===== config.mk =====
export PLATFORM = sky130hd
export DESIGN_NAME = adsr_envelope_with_echo_tail_flat
export DESIGN_NICKNAME = d
export VERILOG_FILES = /design/src/hdl/adsr_pkg.sv /design/src/hdl/adsr_if.sv /design/src/hdl/adsr_regs.sv /design/src/hdl/adsr_core.sv /design/src/hdl/adsr_envelope_with_echo_tail.sv /design/src/flat_wrapper.sv
export SDC_FILE = /design/constraint.sdc
export NUM_CORES = 1
export LEC_CHECK = 0
export BUFFER_PORTS_ARGS = -buffer_cell sky130_fd_sc_hd__buf_4
export CAP_MARGIN = 40
export CORE_MARGIN = 2
export CORE_UTILIZATION = 40
export CTS_CLUSTER_DIAMETER = 60
export DETAILED_ROUTE_END_ITERATION = 7
export SLEW_MARGIN = 10
export SYNTH_ARGS = -nofsm -noshare
export SYNTH_HDL_FRONTEND = slang
export SYNTH_SLANG_ARGS = --single-unit

===== constraint.sdc =====
create_clock -name clk -period 7.4 [get_ports clk]
set_input_delay 1.85 -clock clk [delete_from_list [all_inputs] [get_ports clk]]
set_output_delay 1.85 -clock clk [all_outputs]
set_load 0.05 [all_outputs]

===== src/hdl/adsr_pkg.sv =====
// types, codes and reset values shared by the envelope generator files
// no dependencies; compiled first
package adsr_pkg;

	// request codes
	localparam logic [1:0] FUNC_TICK  = 2'd0;
	localparam logic [1:0] FUNC_START = 2'd1;
	localparam logic [1:0] FUNC_STOP  = 2'd2;

	// internal envelope stage held in the phase code register
	localparam logic [1:0] PC_NONE    = 2'd0;
	localparam logic [1:0] PC_SUSTAIN = 2'd1;
	localparam logic [1:0] PC_DECAY   = 2'd2;
	localparam logic [1:0] PC_ATTACK  = 2'd3;

	// reported phase
	localparam logic [2:0] PH_OFF     = 3'd0;
	localparam logic [2:0] PH_PENDING = 3'd1;
	localparam logic [2:0] PH_ATTACK  = 3'd2;
	localparam logic [2:0] PH_DECAY   = 3'd3;
	localparam logic [2:0] PH_SUSTAIN = 3'd4;
	localparam logic [2:0] PH_RELEASE = 3'd5;
	localparam logic [2:0] PH_ECHO    = 3'd6;

	// register map, index = byte address / 4
	localparam int ADDR_W = 5;
	localparam logic [2:0] REG_ATTACK  = 3'd0;
	localparam logic [2:0] REG_DECAY   = 3'd1;
	localparam logic [2:0] REG_SUSTAIN = 3'd2;
	localparam logic [2:0] REG_RELEASE = 3'd3;
	localparam logic [2:0] REG_ECHO_VOL = 3'd4;
	localparam logic [2:0] REG_ECHO_LEN = 3'd5;

	localparam logic [7:0] LEVEL_MAX = 8'hFF;

	localparam logic [7:0] RST_ATTACK  = 8'hFF;
	localparam logic [7:0] RST_DECAY   = 8'h00;
	localparam logic [7:0] RST_SUSTAIN = 8'hFF;
	localparam logic [7:0] RST_RELEASE = 8'h00;
	localparam logic [7:0] RST_ECHO_VOL = 8'h00;
	localparam logic [7:0] RST_ECHO_LEN = 8'h00;

	typedef struct packed {
		logic [7:0] attack_rate;
		logic [7:0] decay_factor;
		logic [7:0] sustain_level;
		logic [7:0] release_factor;
		logic [7:0] echo_volume;
		logic [7:0] echo_length;
	} cfg_t;

	typedef struct packed {
		logic       active;
		logic [7:0] level;
		logic [2:0] phase;
		logic       looping;
	} res_t;

	typedef struct packed {
		logic       start_pending;
		logic       stop_pending;
		logic       echo_active;
		logic       loop_mark;
		logic [1:0] phase_code;
		logic [7:0] level;
		logic [7:0] echo_counter;
	} env_state_t;

endpackage


===== src/hdl/adsr_if.sv =====
// request channels of the envelope generator: command in, result out
// no package dependency; valid/ready handshake with source and sink modports
interface adsr_cmd_if;
	logic       valid;
	logic       ready;
	logic [1:0] func;
	logic       wave_loops;

	modport source (output valid, func, wave_loops, input ready);
	modport sink (input valid, func, wave_loops, output ready);
endinterface

interface adsr_env_if;
	logic       valid;
	logic       ready;
	logic       active;
	logic [7:0] level;
	logic [2:0] phase;
	logic       looping;

	modport source (output valid, active, level, phase, looping, input ready);
	modport sink (input valid, active, level, phase, looping, output ready);
endinterface


===== src/hdl/adsr_regs.sv =====
// apb configuration registers of the envelope generator
// depends on adsr_pkg
module adsr_regs (
	input  logic                          clk,
	input  logic                          arst_n,
	input  logic                          psel,
	input  logic                          penable,
	input  logic                          pwrite,
	input  logic [adsr_pkg::ADDR_W-1:0]   paddr,
	input  logic [31:0]                   pwdata,
	output logic [31:0]                   prdata,
	output logic                          pready,
	output adsr_pkg::cfg_t                cfg
);
	import adsr_pkg::*;

	logic [2:0] idx;
	logic       wr;
	cfg_t       cfg_q;

	assign idx    = paddr[4:2];
	assign wr     = psel && penable && pwrite;
	assign pready = 1'b1;
	assign cfg    = cfg_q;

	// register writes
	always_ff @(posedge clk or negedge arst_n) begin
		if (!arst_n) begin
			cfg_q.attack_rate    <= RST_ATTACK;
			cfg_q.decay_factor   <= RST_DECAY;
			cfg_q.sustain_level  <= RST_SUSTAIN;
			cfg_q.release_factor <= RST_RELEASE;
			cfg_q.echo_volume    <= RST_ECHO_VOL;
			cfg_q.echo_length    <= RST_ECHO_LEN;
		end else if (wr) begin
			case (idx)
				REG_ATTACK:   cfg_q.attack_rate    <= pwdata[7:0];
				REG_DECAY:    cfg_q.decay_factor   <= pwdata[7:0];
				REG_SUSTAIN:  cfg_q.sustain_level  <= pwdata[7:0];
				REG_RELEASE:  cfg_q.release_factor <= pwdata[7:0];
				REG_ECHO_VOL: cfg_q.echo_volume    <= pwdata[7:0];
				REG_ECHO_LEN: cfg_q.echo_length    <= pwdata[7:0];
				default: ;
			endcase
		end
	end

	// read back
	always_comb begin
		prdata = 32'd0;
		case (idx)
			REG_ATTACK:   prdata = {24'd0, cfg_q.attack_rate};
			REG_DECAY:    prdata = {24'd0, cfg_q.decay_factor};
			REG_SUSTAIN:  prdata = {24'd0, cfg_q.sustain_level};
			REG_RELEASE:  prdata = {24'd0, cfg_q.release_factor};
			REG_ECHO_VOL: prdata = {24'd0, cfg_q.echo_volume};
			REG_ECHO_LEN: prdata = {24'd0, cfg_q.echo_length};
			default:      prdata = 32'd0;
		endcase
	end

endmodule


===== src/hdl/adsr_core.sv =====
// envelope state registers and the single-pass next-state logic
// depends on adsr_pkg
module adsr_core (
	input  logic             clk,
	input  logic             arst_n,
	input  logic             en,
	input  logic [1:0]       func,
	input  logic             wave_loops,
	input  adsr_pkg::cfg_t   cfg,
	output adsr_pkg::res_t   result
);
	import adsr_pkg::*;

	env_state_t  s_q;
	env_state_t  n;
	logic [7:0]  factor;
	logic [15:0] prod;
	logic [7:0]  scaled;
	logic [8:0]  att_sum;
	logic [7:0]  cnt_dec;
	logic        busy;
	logic [2:0]  ph;

	// shared scaler: release while stop pending, decay otherwise
	assign factor  = s_q.stop_pending ? cfg.release_factor : cfg.decay_factor;
	assign prod    = 16'(s_q.level) * 16'(factor);
	assign scaled  = prod[15:8];
	assign att_sum = {1'b0, s_q.level} + {1'b0, cfg.attack_rate};
	assign cnt_dec = s_q.echo_counter - 8'd1;
	assign busy    = s_q.start_pending || s_q.stop_pending || s_q.echo_active
		|| (s_q.phase_code != PC_NONE);

	// next state for one request
	always_comb begin
		n = s_q;
		case (func)
			FUNC_TICK: begin
				if (s_q.start_pending) begin
					if (s_q.stop_pending) begin
						n.start_pending = 1'b0;
						n.stop_pending  = 1'b0;
						n.echo_active   = 1'b0;
						n.loop_mark     = 1'b0;
						n.phase_code    = PC_NONE;
					end else begin
						// attack from zero cannot overflow on its first step
						n.start_pending = 1'b0;
						n.phase_code    = PC_ATTACK;
						n.level         = cfg.attack_rate;
						n.echo_counter  = cfg.echo_length;
					end
				end else if (s_q.echo_active) begin
					n.echo_counter = cnt_dec;
					if (cnt_dec == 8'd0) begin
						n.stop_pending = 1'b0;
						n.echo_active  = 1'b0;
						n.loop_mark    = 1'b0;
						n.phase_code   = PC_NONE;
					end
				end else if (s_q.stop_pending) begin
					n.level = scaled;
					if (scaled <= cfg.echo_volume) begin
						if (cfg.echo_volume == 8'd0) begin
							n.stop_pending = 1'b0;
							n.loop_mark    = 1'b0;
							n.phase_code   = PC_NONE;
						end else begin
							n.echo_active = 1'b1;
						end
					end
				end else if (s_q.phase_code == PC_ATTACK) begin
					if (att_sum[8]) begin
						n.level      = LEVEL_MAX;
						n.phase_code = PC_DECAY;
					end else begin
						n.level = att_sum[7:0];
					end
				end else if (s_q.phase_code == PC_DECAY) begin
					n.level = scaled;
					if (scaled <= cfg.sustain_level) begin
						if (cfg.sustain_level != 8'd0) begin
							n.level      = cfg.sustain_level;
							n.phase_code = PC_SUSTAIN;
						end else if (cfg.echo_volume == 8'd0) begin
							n.loop_mark  = 1'b0;
							n.phase_code = PC_NONE;
						end else begin
							n.echo_active = 1'b1;
						end
					end
				end
			end
			FUNC_START: begin
				n.start_pending = 1'b1;
				n.stop_pending  = 1'b0;
				n.echo_active   = 1'b0;
				n.phase_code    = PC_NONE;
				n.loop_mark     = wave_loops;
			end
			FUNC_STOP: begin
				if (busy) begin
					n.stop_pending = 1'b1;
				end
			end
			default: ;
		endcase
	end

	// reported phase of the new state
	always_comb begin
		if (n.start_pending) begin
			ph = PH_PENDING;
		end else if (n.echo_active) begin
			ph = PH_ECHO;
		end else if (n.stop_pending) begin
			ph = PH_RELEASE;
		end else begin
			case (n.phase_code)
				PC_ATTACK:  ph = PH_ATTACK;
				PC_DECAY:   ph = PH_DECAY;
				PC_SUSTAIN: ph = PH_SUSTAIN;
				default:    ph = PH_OFF;
			endcase
		end
	end

	assign result.active  = (ph != PH_OFF) && (ph != PH_PENDING);
	assign result.level   = n.level;
	assign result.phase   = ph;
	assign result.looping = n.loop_mark;

	// state update once per request
	always_ff @(posedge clk or negedge arst_n) begin
		if (!arst_n) begin
			s_q <= '0;
		end else if (en) begin
			s_q <= n;
		end
	end

	// pending start and echo tail never coexist
	a_start_echo: assert property (@(posedge clk) disable iff (!arst_n)
		!(s_q.start_pending && s_q.echo_active))
		else $error("start pending while echo tail active");

	// an accepted start request leaves the start pending
	a_start_latch: assert property (@(posedge clk) disable iff (!arst_n)
		en && (func == FUNC_START) |=> s_q.start_pending)
		else $error("start request not latched");

	// a tick on a silent channel keeps the level
	a_idle_tick: assert property (@(posedge clk) disable iff (!arst_n)
		en && (func == FUNC_TICK) && !busy |=> $stable(s_q.level))
		else $error("level moved on an off channel");

	// each echo tick counts the tail down by one
	a_echo_count: assert property (@(posedge clk) disable iff (!arst_n)
		en && (func == FUNC_TICK) && s_q.echo_active && !s_q.start_pending
		|=> s_q.echo_counter == $past(s_q.echo_counter) - 8'd1)
		else $error("echo counter did not step");

endmodule


===== src/hdl/adsr_envelope_with_echo_tail.sv =====
// top level of the envelope generator with echo tail
// depends on adsr_pkg, adsr_if, adsr_regs and adsr_core
//
// One command request (tick, note start or note stop) is taken every clock
// cycle unless the result side stalls; each gives exactly one result request
// with the channel's phase, level, activity and loop mark after the command.
// A command passes an input register and then the next-state logic (one 8x8
// multiply for the decay and release scaling) into the result register. The
// input register takes a new command while the previous result still waits.
// Registers are written over the apb port at byte address 4*i; the user must
// write them only while no command is in flight; the block does not enforce it.
module adsr_envelope_with_echo_tail (
	input  logic                          clk,
	input  logic                          arst_n,
	adsr_cmd_if.sink                      cmd,
	adsr_env_if.source                    env,
	input  logic                          psel,
	input  logic                          penable,
	input  logic                          pwrite,
	input  logic [adsr_pkg::ADDR_W-1:0]   paddr,
	input  logic [31:0]                   pwdata,
	output logic [31:0]                   prdata,
	output logic                          pready
);
	import adsr_pkg::*;

	cfg_t       cfg;
	res_t       res;
	res_t       res_q;
	logic       valid_s1;
	logic [1:0] func_s1;
	logic       wave_loops_s1;
	logic       out_valid_q;
	logic       advance;

	adsr_regs u_regs (
		.clk     (clk),
		.arst_n  (arst_n),
		.psel    (psel),
		.penable (penable),
		.pwrite  (pwrite),
		.paddr   (paddr),
		.pwdata  (pwdata),
		.prdata  (prdata),
		.pready  (pready),
		.cfg     (cfg)
	);

	adsr_core u_core (
		.clk        (clk),
		.arst_n     (arst_n),
		.en         (advance),
		.func       (func_s1),
		.wave_loops (wave_loops_s1),
		.cfg        (cfg),
		.result     (res)
	);

	// handshake between input and result registers
	assign advance   = valid_s1 && (!out_valid_q || env.ready);
	assign cmd.ready = !valid_s1 || advance;

	// input register
	always_ff @(posedge clk or negedge arst_n) begin
		if (!arst_n) begin
			valid_s1 <= 1'b0;
		end else if (cmd.ready) begin
			valid_s1 <= cmd.valid;
		end
	end

	always_ff @(posedge clk) begin
		if (cmd.valid && cmd.ready) begin
			func_s1       <= cmd.func;
			wave_loops_s1 <= cmd.wave_loops;
		end
	end

	// result register
	always_ff @(posedge clk or negedge arst_n) begin
		if (!arst_n) begin
			out_valid_q <= 1'b0;
		end else if (advance) begin
			out_valid_q <= 1'b1;
		end else if (env.ready) begin
			out_valid_q <= 1'b0;
		end
	end

	always_ff @(posedge clk) begin
		if (advance) begin
			res_q <= res;
		end
	end

	assign env.valid   = out_valid_q;
	assign env.active  = res_q.active;
	assign env.level   = res_q.level;
	assign env.phase   = res_q.phase;
	assign env.looping = res_q.looping;

	// a finished request moves on only into a free or draining result register
	a_no_overwrite: assert property (@(posedge clk) disable iff (!arst_n)
		out_valid_q && !env.ready |-> !advance)
		else $error("result overwritten while stalled");

	// every processed command shows a result in the next cycle
	a_result_follows: assert property (@(posedge clk) disable iff (!arst_n)
		advance |=> out_valid_q)
		else $error("processed command gave no result");

	// the input stage can always drain when the output is free
	a_input_drain: assert property (@(posedge clk) disable iff (!arst_n)
		valid_s1 && !out_valid_q |-> advance && cmd.ready)
		else $error("input stage stuck with free output");

endmodule


===== src/flat_wrapper.sv =====
// flat-port wrapper written by rule: the top's interface ports become plain ports
module adsr_envelope_with_echo_tail_flat import adsr_pkg::*;
  (clk, arst_n, psel, penable, pwrite, paddr, pwdata, prdata, pready, cmd_valid, cmd_func, cmd_wave_loops, cmd_ready, env_valid, env_active, env_level, env_phase, env_looping, env_ready);
  adsr_cmd_if cmd_i ();
  adsr_env_if env_i ();
  input  logic clk;
  input  logic arst_n;
  input  logic psel;
  input  logic penable;
  input  logic pwrite;
  input  logic [adsr_pkg::ADDR_W-1:0] paddr;
  input  logic [31:0] pwdata;
  output logic [31:0] prdata;
  output logic pready;
  input wire logic [$bits(cmd_i.valid)-1:0] cmd_valid;
  input wire logic [$bits(cmd_i.func)-1:0] cmd_func;
  input wire logic [$bits(cmd_i.wave_loops)-1:0] cmd_wave_loops;
  output wire logic [$bits(cmd_i.ready)-1:0] cmd_ready;
  output wire logic [$bits(env_i.valid)-1:0] env_valid;
  output wire logic [$bits(env_i.active)-1:0] env_active;
  output wire logic [$bits(env_i.level)-1:0] env_level;
  output wire logic [$bits(env_i.phase)-1:0] env_phase;
  output wire logic [$bits(env_i.looping)-1:0] env_looping;
  input wire logic [$bits(env_i.ready)-1:0] env_ready;
  assign cmd_i.valid = cmd_valid;
  assign cmd_i.func = cmd_func;
  assign cmd_i.wave_loops = cmd_wave_loops;
  assign cmd_ready = cmd_i.ready;
  assign env_valid = env_i.valid;
  assign env_active = env_i.active;
  assign env_level = env_i.level;
  assign env_phase = env_i.phase;
  assign env_looping = env_i.looping;
  assign env_i.ready = env_ready;
  adsr_envelope_with_echo_tail u_core (.clk(clk), .arst_n(arst_n), .cmd(cmd_i), .env(env_i), .psel(psel), .penable(penable), .pwrite(pwrite), .paddr(paddr), .pwdata(pwdata), .prdata(prdata), .pready(pready));
endmodule

==> implementation parameters <==
Parameter                              Value

Placed design
  Total half-perimeter wirelength after legalization and detailed placement ... roughly 16000 um
  Pre-CTS worst setup slack ... 0.0473 ns
  Buffers added on ports ... 43
  Final weighted congestion of routability-driven global placement ... around 0.9

Logic synthesis
  Number of instances in the synthesized netlist ... approximately 830
  Mux contribution to synthesized area ... 9.36%
  Count of unique library cells instantiated by Yosys ... a little over 70
  Share of the yosys chip area belonging to registers ... a little over 30%
  Post-synth EDFFs ... 16
  Share of synthesized flip-flops with an asynchronous set or reset ... between 80% and 90%
  Fraction of the mapped netlist area in compound gates ... approximately 16%
  Post-synthesis adder-cell area fraction ... 19.1%
  Largest family of logic cells by synthesized area ... adder cells
  Post-synthesis xor/xnor area fraction ... 1.15%
  Post-synthesis instance area ... approximately 7600 sq um
  Area share of and/or/nand/nor cells after synthesis ... between 10% and 20%
  #FFs+latches synth ... 88
  Ys Warns ... 0
  Average instance area after synthesis ... 9.22 sq um
  Most used DFF post-synth ... sky130_fd_sc_hd__dfrtp_1

Routing
  Avg WL per Cell ... ~18 um
  Number of nets still failing antenna checks after routing ... 0
  DRT iter0 DRCs ... between 400 and 500
  Length of the first detailed-routing pass in iterations ... 5
  Via count ... ~6300
  Total detailed-routing wirelength ... 20400 um
  # DRC ... 0
  Via count normalized by instance count ... around 5.5

Global routing
  Overflow after GRT ... 0
  Antenna violations before repair ... 0
  Vias in the first global route ... around 5900
  Wire length of the first global-routing pass ... ~32000 um
  Maximum number of pins on one net before global-route repair ... 64
  GR Util All Layers ... about a fifth

Floorplanning
  Core Rows ... 50
  Core Region ... around 19000 sq um
  Chip width ... around 140 um
  Initial core utilization ... 40.7%
  Floorplan die area ... around 20000 sq um
  Height of the die ... around 140 um
  I/O pins ... between 90 and 100

CTS
  Library cell used as clock root buffer ... sky130_fd_sc_hd__clkbuf_16
  Clock sink total ... 88
  Count of H-tree levels built during CTS ... 3
  Clock slew at the register clock pins of the worst setup and hold paths ... roughly 0.070 ns
  Post-CTS Hold Buffers ... 0
  CTS tree ... yes
  Maximum root-to-sink buffer count ... 2
  Clock insertion delay at the later pin of the skew report ... between 0.3 and 0.4 ns
  Number of clock buffers inserted by TritonCTS ... 9

Timing
  Worst Tran Pin Value ... 0.725 ns
  # setup viols final ... 0
  Minimum clock period after layout ... ~7 ns
  Final cycle utilization of the critical path ... a little over nine tenths
  Post-route worst setup slack ... 0.368 ns
  Worst Hold Slack ... about 0.5 ns
  Fmax ... ~0.14 GHz
  Final Hold Violating Endpoints ... 0
  Clock Skew ... between 0.01 and 0.015 ns
  Max-slew violation count ... 0
  Remaining max-slew budget at the tightest pin ... around 51%

Setup path
  WP buf/inv ... 7
  Stage delay of the slowest cell on the critical path ... 0.54 ns
  Crit path launch ... u_core.u_core.s_q[20]
  Startpoint class of the critical path ... register
  Master of the slowest instance on the critical path ... sky130_fd_sc_hd__fa_1
  Signal arrival time at the worst endpoint ... between 7 and 8 ns
  Endpoint kind of the worst setup timing path ... register
  Crit path top cell by count ... sky130_fd_sc_hd__buf_4
  Required time at the worst-slack endpoint ... approximately 7.5 ns
  Crit path kind ... register to register
  Critical R2R Launch ... u_core.u_core.s_q[20]
  Max FO, Critical Path ... 8
  Family of cells with the greatest summed delay on the critical path ... adder cells

Worst hold path
  Hold path startpoint ... u_core.valid_s1
  Class of the tightest hold or removal check ... register to register

Layout
  Ant. Diodes ... 0
  Nets ... 1041
  P&R area growth vs syn ... 15.7%
  Ratio of cells with drive above 1 in the final layout ... around 21%

Power and ir drop
  Power density over the cells ... approximately 390 nW/um^2
  Leakage Power ... 4.08 nW
  Peak VDD IR ... around 0.00017 V

Flow run
  Number of max-cap violations ... 0

Outcome
  Run status ... completed
==> logic make-up (layout without fill, tap and decap cells) <==
kind of cell / Yosys count / count (layout)
mux: 61 / 61
fa+ha+maj: 95 / 95
buf+inv: 136 / 191
flops: 88 / 88
other cells: 2 / 25
xor+xnor: 10 / 10
compound gates: 194 / 194
simple gates: 240 / 240
==> layout by cell type, fill, tap and decap left out, drive strengths merged, types with 11 or more instances in the layout <==
master,netlist,routed
nand2,78,78
mux2,42,42
nor2,50,50
buf,29,95
o21ai,54,54
nor2b,32,32
nor3,14,14
inv,79,82
a22oi,11,11
o22ai,11,11
nand2b,14,14
dfstp,16,16
mux2i,15,15
conb,2,25
and2,14,14
edfxtp,16,16
ha,59,59
fa,36,36
dfrtp,56,56
a21oi,44,44
==> path summary, 6_finish.rpt <==
check / end / slack (ns) / depth (start not counted)
max: u_core.env.level[0] / 0.37 / 27
min: u_core.env.valid / 0.49 / 1
max reg2reg: u_core.env.level[0] / 0.37 / 27
min reg2reg: u_core.env.valid / 0.49 / 1
max in group asynchronous: u_core.u_regs.cfg[27] / 5.47 / 2
min in group asynchronous: u_core.u_core.s_q[9] / 1.32 / 1
==> state kept, by name, indices dropped and copies added, names as in the netlist, 2 cells and up <==
name and count:
u_core.u_core.s_q 22, u_core.func_s1 2, u_core.env.phase 3, u_core.u_regs.cfg 48, u_core.env.level 8
==> metrics by stage <==
stage	std cells	setup TNS, ns	total power (W)	cell area [sq um]	util (%)
final	1138	0	0.00347	8810	47.1
after global routing	1138	-0.0144	0.00374	8810	47.1
after CTS	1137	0	0.00344	8730	46.7
after detailed placement	1121	0	0.00294	8420	45.0
after global placement	1118	0	0.00290	8370	44.8
after floorplan	849	0	0.00221	7710	-
==> layout make-up <==
| type | instances | area (sq um) |
|---|---|---|
| Multi-Input combinational cell | 625 | 4860 |
| Clock buffer | 10 | 239 |
| Inverter | 80 | 300 |
| Clock inverter | 6 | 73.8 |
| Sequential cell | 88 | 2300 |
| Timing Repair Buffer | 95 | 746 |
| Tap cell | 234 | 293 |
| Fill cell | 1790 | 9890 |
==> synth_stat cells, types with 4 or more instances <==
cell type                  instances  area [sq um]
sky130_fd_sc_hd__inv_1            79           297
sky130_fd_sc_hd__nand2_1          78           293
sky130_fd_sc_hd__ha_1             59           738
sky130_fd_sc_hd__dfrtp_1          56          1400
sky130_fd_sc_hd__nor2_1           50           188
sky130_fd_sc_hd__o21ai_0          48           240
sky130_fd_sc_hd__a21oi_1          44           220
sky130_fd_sc_hd__mux2_2           42           473
sky130_fd_sc_hd__fa_1             36           721
sky130_fd_sc_hd__nor2b_1          32           200
sky130_fd_sc_hd__clkbuf_1         27           101
sky130_fd_sc_hd__buf_4            26           195
sky130_fd_sc_hd__dfstp_2          16           420
sky130_fd_sc_hd__edfxtp_1         16           480
sky130_fd_sc_hd__mux2i_1          15           150
sky130_fd_sc_hd__and2_1           14          87.6
sky130_fd_sc_hd__nand2b_1         14          87.6
sky130_fd_sc_hd__nor3_1           13          65.1
sky130_fd_sc_hd__a22oi_1          11          82.6
sky130_fd_sc_hd__o22ai_1          11          68.8
sky130_fd_sc_hd__a22o_1           10          87.6
sky130_fd_sc_hd__nand3_1          10          50.1
sky130_fd_sc_hd__a21o_1            9          67.6
sky130_fd_sc_hd__a31oi_1           9          56.3
sky130_fd_sc_hd__xnor2_1           7          61.3
sky130_fd_sc_hd__a211oi_1          6          45.0
sky130_fd_sc_hd__nor4_1            6          37.5
sky130_fd_sc_hd__o21ai_1           6          30.0
sky130_fd_sc_hd__nand4_1           5          31.3
sky130_fd_sc_hd__o21a_1            5          37.5
sky130_fd_sc_hd__or3_1             5          31.3
sky130_fd_sc_hd__mux4_2            4          90.1
==> routing by layer <==
metal | global-route usage (%) | wire, um | vias to the layer above
li1 | - | - | 2993
met1 | 29.3 | 9460 | 3030
met2 | 32.0 | 9210 | 211
met3 | 3.47 | 1240 | 37
met4 | 6.74 | 548 | 0
met5 | 0 | 0 | -
==> power by group <==
group	internal, W	total [W]	switching, W
sequential	0.000644	0.000807	0.000163
combinational	0.000933	0.00218	0.00124
clock	0.000276	0.000487	0.000211
==> repair_timing <==
action,4_1_cts,5_1_grt
hold endpoints to repair,0,0
setup endpoints to repair,0,26
resized for setup,0,13
setup buffers,0,1
No activity file was read; power rests on OpenSTA's default activity.
